## src/tlps_pkg.sv

```systemverilog
// Types, constants and the arctangent table of the pursuit steering block.
package tlps_pkg;

    localparam int CORDIC_STEPS    = 16;
    localparam int ANGLE_TABLE_LEN = 24;
    localparam int ITER_N  = (CORDIC_STEPS > ANGLE_TABLE_LEN) ? ANGLE_TABLE_LEN : CORDIC_STEPS;
    localparam int ITER_W  = $clog2(ANGLE_TABLE_LEN);
    localparam int CW      = 36;
    localparam int PW      = 2 * CW;

    localparam logic [ITER_W-1:0] ITER_LAST  = ITER_W'(ITER_N - 1);
    localparam logic signed [CW-1:0] GAIN_START   = CW'(36'sh026DD3B6A);
    localparam logic signed [CW-1:0] QUARTER_TURN = CW'(36'sh040000000);
    localparam logic signed [CW-1:0] HALF_TURN    = CW'(36'sh080000000);

    typedef enum logic [2:0] {
        CFG_MOVE_SPEED = 3'd0,
        CFG_TURN_RATE  = 3'd1,
        CFG_NEAR_LIMIT = 3'd2,
        CFG_START_X    = 3'd3,
        CFG_START_Z    = 3'd4
    } cfg_index_t;

    typedef enum logic [3:0] {
        ST_IDLE,
        ST_ROT,
        ST_MULX,
        ST_MULZ,
        ST_ADDZ,
        ST_DIFF,
        ST_SQX,
        ST_SQZ,
        ST_CMP,
        ST_VEC,
        ST_TURN,
        ST_OUT
    } state_t;

    typedef struct packed {
        logic signed [31:0] target_x;
        logic signed [31:0] target_z;
        logic        [15:0] delta_t;
    } req_t;

    typedef struct packed {
        logic signed [31:0] pos_x;
        logic signed [31:0] pos_z;
        logic        [15:0] heading_out;
        logic               turned;
    } rsp_t;

    typedef struct packed {
        logic              load;
        logic              run;
        logic              vec_mode;
        logic [ITER_W-1:0] iter;
    } cordic_ctrl_t;

    function automatic logic [31:0] atan_unit(input logic [ITER_W-1:0] idx);
        logic [31:0] v;
        case (idx)
            5'd0:    v = 32'h20000000;
            5'd1:    v = 32'h12E4051E;
            5'd2:    v = 32'h09FB385B;
            5'd3:    v = 32'h051111D4;
            5'd4:    v = 32'h028B0D43;
            5'd5:    v = 32'h0145D7E1;
            5'd6:    v = 32'h00A2F61E;
            5'd7:    v = 32'h00517C55;
            5'd8:    v = 32'h0028BE53;
            5'd9:    v = 32'h00145F2F;
            5'd10:   v = 32'h000A2F98;
            5'd11:   v = 32'h000517CC;
            5'd12:   v = 32'h00028BE6;
            5'd13:   v = 32'h000145F3;
            5'd14:   v = 32'h0000A2FA;
            5'd15:   v = 32'h0000517D;
            5'd16:   v = 32'h000028BE;
            5'd17:   v = 32'h0000145F;
            5'd18:   v = 32'h00000A30;
            5'd19:   v = 32'h00000518;
            5'd20:   v = 32'h0000028C;
            5'd21:   v = 32'h00000146;
            5'd22:   v = 32'h000000A3;
            5'd23:   v = 32'h00000051;
            default: v = 32'h00000000;
        endcase
        return v;
    endfunction

endpackage

```

## src/tlps_cordic.sv

```systemverilog
// Shared CORDIC micro-rotation unit for rotation and vectoring passes.
module tlps_cordic (
    input  logic                             clk,
    input  tlps_pkg::cordic_ctrl_t           ctrl,
    input  logic signed [tlps_pkg::CW-1:0]   x_init,
    input  logic signed [tlps_pkg::CW-1:0]   y_init,
    input  logic signed [tlps_pkg::CW-1:0]   z_init,
    output logic signed [tlps_pkg::CW-1:0]   x,
    output logic signed [tlps_pkg::CW-1:0]   y,
    output logic signed [tlps_pkg::CW-1:0]   z
);

    logic signed [tlps_pkg::CW-1:0] x_reg, y_reg, z_reg;
    logic signed [tlps_pkg::CW-1:0] x_next, y_next, z_next;
    logic signed [tlps_pkg::CW-1:0] xs, ys, ang;
    logic                           dir_pos;

    always_comb
    begin
        xs      = x_reg >>> ctrl.iter;
        ys      = y_reg >>> ctrl.iter;
        ang     = $signed({{(tlps_pkg::CW-32){1'b0}}, tlps_pkg::atan_unit(ctrl.iter)});
        dir_pos = ctrl.vec_mode ? y_reg[tlps_pkg::CW-1] : ~z_reg[tlps_pkg::CW-1];
        if (dir_pos)
        begin
            x_next = x_reg - ys;
            y_next = y_reg + xs;
            z_next = z_reg - ang;
        end
        else
        begin
            x_next = x_reg + ys;
            y_next = y_reg - xs;
            z_next = z_reg + ang;
        end
    end

    always_ff @(posedge clk)
    begin
        if (ctrl.load)
        begin
            x_reg <= x_init;
            y_reg <= y_init;
            z_reg <= z_init;
        end
        else if (ctrl.run)
        begin
            x_reg <= x_next;
            y_reg <= y_next;
            z_reg <= z_next;
        end
    end

    assign x = x_reg;
    assign y = y_reg;
    assign z = z_reg;

endmodule

```

## config.mk

```make
export PLATFORM = sky130hd
export DESIGN_NAME = tlps_cordic
export DESIGN_NICKNAME = d
export VERILOG_FILES = /design/src/tlps_pkg.sv /design/src/tlps_cordic.sv
export SDC_FILE = /design/constraint.sdc
export NUM_CORES = 1
export LEC_CHECK = 0
export ABC_AREA = 1
export BUFFER_PORTS_ARGS = -buffer_cell sky130_fd_sc_hd__clkbuf_2
export CAP_MARGIN = 0
export CELL_PAD_IN_SITES_DETAIL_PLACEMENT = 2
export CELL_PAD_IN_SITES_GLOBAL_PLACEMENT = 2
export CORE_MARGIN = 5
export CORE_UTILIZATION = 30
export CTS_CLUSTER_DIAMETER = 80
export CTS_CLUSTER_SIZE = 30
export DETAILED_ROUTE_END_ITERATION = 12
export PLACE_DENSITY_LB_ADDON = 0.1
export SYNTH_ARGS = -nofsm -noshare
export SYNTH_HDL_FRONTEND = slang
export SYNTH_SLANG_ARGS = --single-unit
```

## constraint.sdc

```tcl
create_clock -name clk -period 5.2 [get_ports clk]
set_input_delay 0.52 -clock clk [delete_from_list [all_inputs] [get_ports clk]]
set_output_delay 0.52 -clock clk [all_outputs]
set_load 0.02 [all_outputs]
```

Word level (Yosys, flattened, before mapping)
Memory sizes are Yosys's and may differ from the RTL's. Index checks and enable logic that the tools add are counted.

Register bits: 108. ROM bits: 960. Output and inout bits: 108. Memories: 1.

$add $sub $neg: 6. Shift-type cells: 2. Mux-type cells: 10. Bitwise operators: 1. Reductions and logical operators: 1.

Memory list: (name not given) (depth 32, bits a word 30, rd ports 1, clocked after memory_dff 0, wr ports 0, line tlps_pkg.sv:61) `case (idx)`.

Operators by type and width (count): $mux W36 (9); $add A36 B36 Y36 (2); $sshr A36 B5 Y36 (2); $sub A36 B36 Y36 (2); $add A36 B33 Y36 (1); $sub A36 B33 Y36 (1); $reduce_bool A2 Y1 (1); $mux W1 (1); $not A1 Y1 (1).

Logic depth before layout (Yosys ltp)
Depth after elaboration: 5. Depth in mapped cells: 40. Depth with buffers taken out: 38.

Least setup slack after synthesis
Ideal clock, no wire load.

Path kind: input -> register. Start point: in ctrl[0] in the netlist's numbering. End point: reg z_reg (netlist bit z[25]) (data pin). Arrival time: 4.557 ns. Data required time: 4.946 ns. Setup slack: 0.390 ns. Stages on the path: 31. Buffers on the path: 3. Cell sequence: buf_6 > inv_4 > buf_6 > buf_6 > ha_1 > o21ai_0 > nor2_1 > nand3b_1 > inv_1 > ha_1 > inv_1 > nor3_1 > nand3_1 > nor3_4 > nand4_4 > nand2_1 > xor2_1 > ha_1 > nand2_1 > nor2_1 > inv_1 > nor3_1 > inv_1 > nor4b_1 > a21oi_1 > o21ai_0 > nand2_1 > nand2_1 > nand2_1 > nand3_1 > nand2_1.

Cells in the longest elaborated chain, start to end: 5. Elaborated cells between the ends (all ways): 6.

Ends and longest elaborated chain: start: declaration (line tlps_cordic.sv:4) `input tlps_pkg::cordic_ctrl_t ctrl,`; $mem_v2 Z32 W30 (*); $add A36 B33 Y36 or $sub A36 B33 Y36 (tied branches) (line tlps_cordic.sv:34, tlps_cordic.sv:28); $mux W36 (*) (line tlps_cordic.sv:24) `if (dir_pos)`; $mux W36 (*) (line tlps_cordic.sv:46) `else if (ctrl.run)`; $mux W36 (*) (line tlps_cordic.sv:40) `if (ctrl.load)`; end signal: assignment (line tlps_cordic.sv:44) `z_reg <= z_init;`; end signal: assignment (line tlps_cordic.sv:50) `z_reg <= z_next;`; end: declaration (line tlps_cordic.sv:13) `logic signed [tlps_pkg::CW-1:0] x_reg, y_reg, z_reg;`.

Every way passes the cells marked *; elsewhere a longest branch is shown, timed or not. The select of a mux whose other input is x is not followed. A chain may end at the register's enable or synchronous reset.

Worst setup path in the final report
Start point: in ctrl[0] in the netlist's numbering. End point: reg y_reg (netlist bit y[30]) (data pin).

Cells in the longest elaborated chain, start to end: 5. Elaborated cells between the ends (all ways): 6.

Ends and longest elaborated chain: $sshr A36 B5 Y36 (*) (line tlps_cordic.sv:20) `xs = x_reg >>> ctrl.iter;`; $sub A36 B36 Y36 or $add A36 B36 Y36 (tied branches) (line tlps_cordic.sv:33, tlps_cordic.sv:27); $mux W36 (*) (line tlps_cordic.sv:24); $mux W36 (*) (line tlps_cordic.sv:46); $mux W36 (*) (line tlps_cordic.sv:40); end signal: assignment (line tlps_cordic.sv:43) `y_reg <= y_init;`; end signal: assignment (line tlps_cordic.sv:49) `y_reg <= y_next;`; end: declaration (line tlps_cordic.sv:13).

Marked as above.

==> impl_metrics.xml <==
<?xml version="1.0" encoding="UTF-8"?>
<metrics>
  <group name="job">
    <metric name="cap_viol_max_count" unit="">0</metric>
  </group>
  <group name="power_and_ir_drop">
    <metric name="sw_frac_of_total" unit="%">55.9</metric>
    <metric name="power_per_cell_area" unit="mW/mm^2">828</metric>
    <metric name="p_int" unit="W">0.00838</metric>
    <metric name="power.share.clock" unit="%">4.4</metric>
    <metric name="power_switching" unit="W">0.0106</metric>
    <metric name="power.leakage" unit="nW">11.8</metric>
    <metric name="part_of_the_total_power_dissipated_in_sequential_elements" unit="%">12.8</metric>
    <metric name="p_comb_share" unit="%">82.8</metric>
    <metric name="vdd_drop_max" unit="mV">0.279</metric>
  </group>
  <group name="setup_path">
    <metric name="rrSetupSlack" unit="ns">0.26</metric>
    <metric name="timing.critical_path.from_type" unit="">input pin</metric>
    <metric name="path_class" unit="">in2reg</metric>
    <metric name="rr_endpoint" unit="">y[30]$_DFFE_PP_</metric>
    <metric name="worst-endpoint-required" unit="ns">5.33</metric>
    <metric name="crit_path_frequent_cell" unit="">sky130_fd_sc_hd__nand2_1</metric>
    <metric name="timing.rr.start" unit="">x[31]$_DFFE_PP_</metric>
    <metric name="arrival_worst_endpoint" unit="ns">5.11</metric>
    <metric name="timing.reg2reg.worst_path_depth" unit="">29</metric>
    <metric name="worstPathMaxFanout" unit="">19</metric>
    <metric name="critical_path.endpoint_type" unit="">flip-flop</metric>
    <metric name="crit_slowest_cell" unit="">sky130_fd_sc_hd__ha_1</metric>
    <metric name="timing.critical_path.slowest_cell_delay" unit="ns">0.39</metric>
  </group>
  <group name="yosys">
    <metric name="yosys_register_bits" unit="">108</metric>
    <metric name="yosys_warnings" unit="">0</metric>
    <metric name="netlist-cell-type-count" unit="">58</metric>
    <metric name="yosys.area.top_type_share" unit="%">21.3</metric>
    <metric name="synth_async_sr_flop_share" unit="%">0</metric>
    <metric name="synth_largest_area_cell" unit="">sky130_fd_sc_hd__nand2_1</metric>
    <metric name="synth_top_cells_by_area" unit="">sky130_fd_sc_hd__nand2_1, sky130_fd_sc_hd__edfxtp_1, sky130_fd_sc_hd__nand3_1</metric>
    <metric name="synth_enable_flop_cells" unit="">108</metric>
    <metric name="synth_top_flop_cell" unit="">sky130_fd_sc_hd__edfxtp_1</metric>
    <metric name="seq_area_frac_synth" unit="%">18.0</metric>
    <metric name="synth_area" unit="mm^2">0.0180</metric>
    <metric name="syn_avg_cell_area" unit="um^2">5.96</metric>
    <metric name="synth.top_cells.by_count" unit="">sky130_fd_sc_hd__nand2_1, sky130_fd_sc_hd__nand3_1, sky130_fd_sc_hd__inv_1</metric>
    <metric name="yosysMostFrequentCell" unit="">sky130_fd_sc_hd__nand2_1</metric>
    <metric name="synth_cells" unit="">3022</metric>
    <metric name="synth_nets" unit="">3257</metric>
  </group>
  <group name="cells_and_area">
    <metric name="final.fill_count" unit="">7524</metric>
    <metric name="share_of_final_layout_standard_cells_stronger_than_drive_strength_1" unit="%">23.3</metric>
    <metric name="n_antenna_cell" unit="">0</metric>
    <metric name="area_growth" unit="%">27.5</metric>
    <metric name="finish.utilization" unit="%">38.8</metric>
    <metric name="finalInstanceArea" unit="mm^2">0.0230</metric>
    <metric name="final_nets" unit="">3730</metric>
  </group>
  <group name="clock_network">
    <metric name="cts-root-to-sink-buffers" unit="">2</metric>
    <metric name="tritoncts" unit="">built</metric>
    <metric name="clkSlewWorstSetupHoldPaths" unit="ns">0.10</metric>
    <metric name="cts_buffers" unit="">9</metric>
    <metric name="cts_hold_buffers" unit="">0</metric>
    <metric name="numClockSinks" unit="">108</metric>
    <metric name="total_number_of_h_tree_levels" unit="">3</metric>
    <metric name="clkLatencyLatePin" unit="ns">0.41</metric>
    <metric name="clockRootBuffer" unit="">sky130_fd_sc_hd__clkbuf_16</metric>
  </group>
  <group name="min_path">
    <metric name="hold_path_depth" unit="">3</metric>
    <metric name="timing.hold.worst.class" unit="">in2reg</metric>
    <metric name="min_delay_worst_endpoint" unit="">z[20]$_DFFE_PP_</metric>
    <metric name="hold_path_startpoint" unit="">z_init[20]</metric>
  </group>
  <group name="global_routing">
    <metric name="grt_overflow" unit="">0</metric>
    <metric name="grt_use_total" unit="%">27.8</metric>
    <metric name="grt_first_pass_wirelength" unit="um">142000</metric>
    <metric name="largest_net_degree_at_the_start_of_global_routing" unit="">82</metric>
    <metric name="grt_antenna_before_repair" unit="">3</metric>
    <metric name="first_global_vias" unit="">24500</metric>
  </group>
  <group name="route">
    <metric name="antenna_violating_nets_post_route" unit="">0</metric>
    <metric name="dr.first_iter.drc_count" unit="">1197</metric>
    <metric name="post-route-drc-count" unit="">0</metric>
    <metric name="route.final.wire_length" unit="um">94400</metric>
    <metric name="post_drt_via_cell_ratio" unit="">5.33</metric>
    <metric name="route.detailed.wl_per_inst" unit="um">22.1</metric>
    <metric name="route.vias.total" unit="">22800</metric>
    <metric name="drt-pass1-iter-count" unit="">5</metric>
  </group>
  <group name="floorplanning">
    <metric name="num_rows" unit="">89</metric>
    <metric name="die_h" unit="um">255</metric>
    <metric name="dieWidth" unit="um">255</metric>
    <metric name="design.core.area" unit="mm^2">0.0592</metric>
    <metric name="io_pins" unit="">225</metric>
    <metric name="initial_util" unit="%">30.4</metric>
    <metric name="total_die_area" unit="mm^2">0.0650</metric>
  </group>
  <group name="placed_design">
    <metric name="gp_weighted_congestion" unit="">0.927</metric>
    <metric name="placed_area" unit="mm^2">0.0221</metric>
    <metric name="preCtsSetupSlack" unit="ns">-1.02</metric>
    <metric name="detailed_place_hpwl" unit="um">79500</metric>
    <metric name="portBuffers" unit="">224</metric>
  </group>
  <group name="sta">
    <metric name="setup_ws" unit="ns">0.220</metric>
    <metric name="worst_pin_slew" unit="ns">0.974</metric>
    <metric name="final-setup-viol-count" unit="">0</metric>
    <metric name="timing_max_transition_violations_final" unit="">0</metric>
    <metric name="post_route_setup_tns" unit="ns">0</metric>
    <metric name="max-slew-margin-rel" unit="%">35.1</metric>
    <metric name="worst_hold_slack" unit="ns">0.372</metric>
    <metric name="timing.fmax" unit="MHz">201</metric>
    <metric name="report.final.hold_viol_count" unit="">0</metric>
    <metric name="finalClockSkew" unit="ns">0.0176</metric>
    <metric name="min_period_over_period" unit="%">95.8</metric>
    <metric name="post-route-min-period" unit="ns">4.98</metric>
  </group>
  <group name="run_status">
    <metric name="run_status" unit="">completed</metric>
  </group>
</metrics>
-- cells in the final DEF, fill, tap and decap left out, types with 14 or more instances in the layout --
cell type,instances
sky130_fd_sc_hd__a21o_1,26
sky130_fd_sc_hd__a21oi_1,136
sky130_fd_sc_hd__a21oi_2,14
sky130_fd_sc_hd__a31oi_1,14
sky130_fd_sc_hd__buf_4,334
sky130_fd_sc_hd__clkbuf_2,220
sky130_fd_sc_hd__edfxtp_1,108
sky130_fd_sc_hd__ha_1,114
sky130_fd_sc_hd__inv_1,228
sky130_fd_sc_hd__inv_2,31
sky130_fd_sc_hd__nand2_1,1019
sky130_fd_sc_hd__nand2_2,25
sky130_fd_sc_hd__nand3_1,460
sky130_fd_sc_hd__nand3_2,15
sky130_fd_sc_hd__nand4_1,21
sky130_fd_sc_hd__nor2_1,205
sky130_fd_sc_hd__nor2_2,26
sky130_fd_sc_hd__nor3_1,21
sky130_fd_sc_hd__o21ai_0,129
sky130_fd_sc_hd__o21ai_1,16
sky130_fd_sc_hd__o21ai_2,14
sky130_fd_sc_hd__or2_2,64
sky130_fd_sc_hd__xnor2_1,44
sky130_fd_sc_hd__xor2_1,66
-- area by class of cell --
cell class	instances	area (um^2)	area share (%)
timing repair buffer	574	3990	17.4
tap	773	967	4.21
inverter	260	978	4.26
clock inverter	6	86.3	0.376
multi-input combinational	2542	13500	58.7
clock buffer	9	225	0.981
sequential	108	3240	14.1
-- logic make-up (layout without fill, tap and decap cells) --
group | count (synthesis) | count (layout) | share of synthesized area, %
AND/OR/NAND/NOR | 1897 | 1897 | 46.1
buffers and inverters | 372 | 849 | 8.76
XOR/XNOR | 110 | 110 | 5.35
AO/OA/AOI/OAI | 417 | 417 | 13.5
adder cells (fa/ha/maj) | 118 | 118 | 8.33
flip-flops | 108 | 108 | 18.0
-- routing by layer --
layer  wire (um)  up-vias  global-route usage (%)  share of wire (%)
met4        2230        6                    6.03                2.4
met2       47200      351                    50.2                 50
met5          41        -                       0              0.043
met3        2620       79                    3.10                2.8
met1       42300    11300                    35.8                 45
li1            -    11000                       -                  -
-- repair_timing --
action,CTS,global route
buffers inserted,1,11
endpoints found under the setup margin,6,52
resized for setup,8,70
pin swaps,1,10
gates cloned,1,3
-- worst max-delay path by stage --
stage | depth (start not counted) | startpoint | to
CTS | 37 | ctrl[1] | y[30]$_DFFE_PP_
floorplan | 31 | ctrl[0] | z[25]$_DFFE_PP_
finish | 33 | ctrl[0] | y[30]$_DFFE_PP_
global placement | 38 | ctrl[1] | y[35]$_DFFE_PP_
detailed placement | 38 | ctrl[1] | y[35]$_DFFE_PP_
global route | 33 | ctrl[1] | y[34]$_DFFE_PP_
-- worst max-delay path, delay by kind of cell --
family | cells | cell delay, ns
adders and majority gates | 2 | 0.54
xor gates and xnor gates | 2 | 0.36
and+or+nand+nor | 17 | 2.35
AOI/OAI and AO/OA | 4 | 0.54
buffers and inverters | 8 | 0.80
-- power groups by stage --
stage	combinational (W)	clock, W	sequential, W
after floorplan	0.00832	0	0.00251
after global placement	0.0146	0	0.00248
after detailed placement	0.0152	0	0.00249
after CTS	0.0154	0.000861	0.00248
after global routing	0.0173	0.000880	0.00247
final	0.0157	0.000832	0.00243
-- metrics by stage --
| stage | total power (W) | cells |
|---|---|---|
| after floorplan | 0.0108 | 3022 |
| after global placement | 0.0170 | 4241 |
| after detailed placement | 0.0177 | 4241 |
| after CTS | 0.0187 | 4258 |
| after global routing | 0.0206 | 4272 |
| final | 0.0190 | 4272 |
No activity file was read; power rests on OpenSTA's default activity.
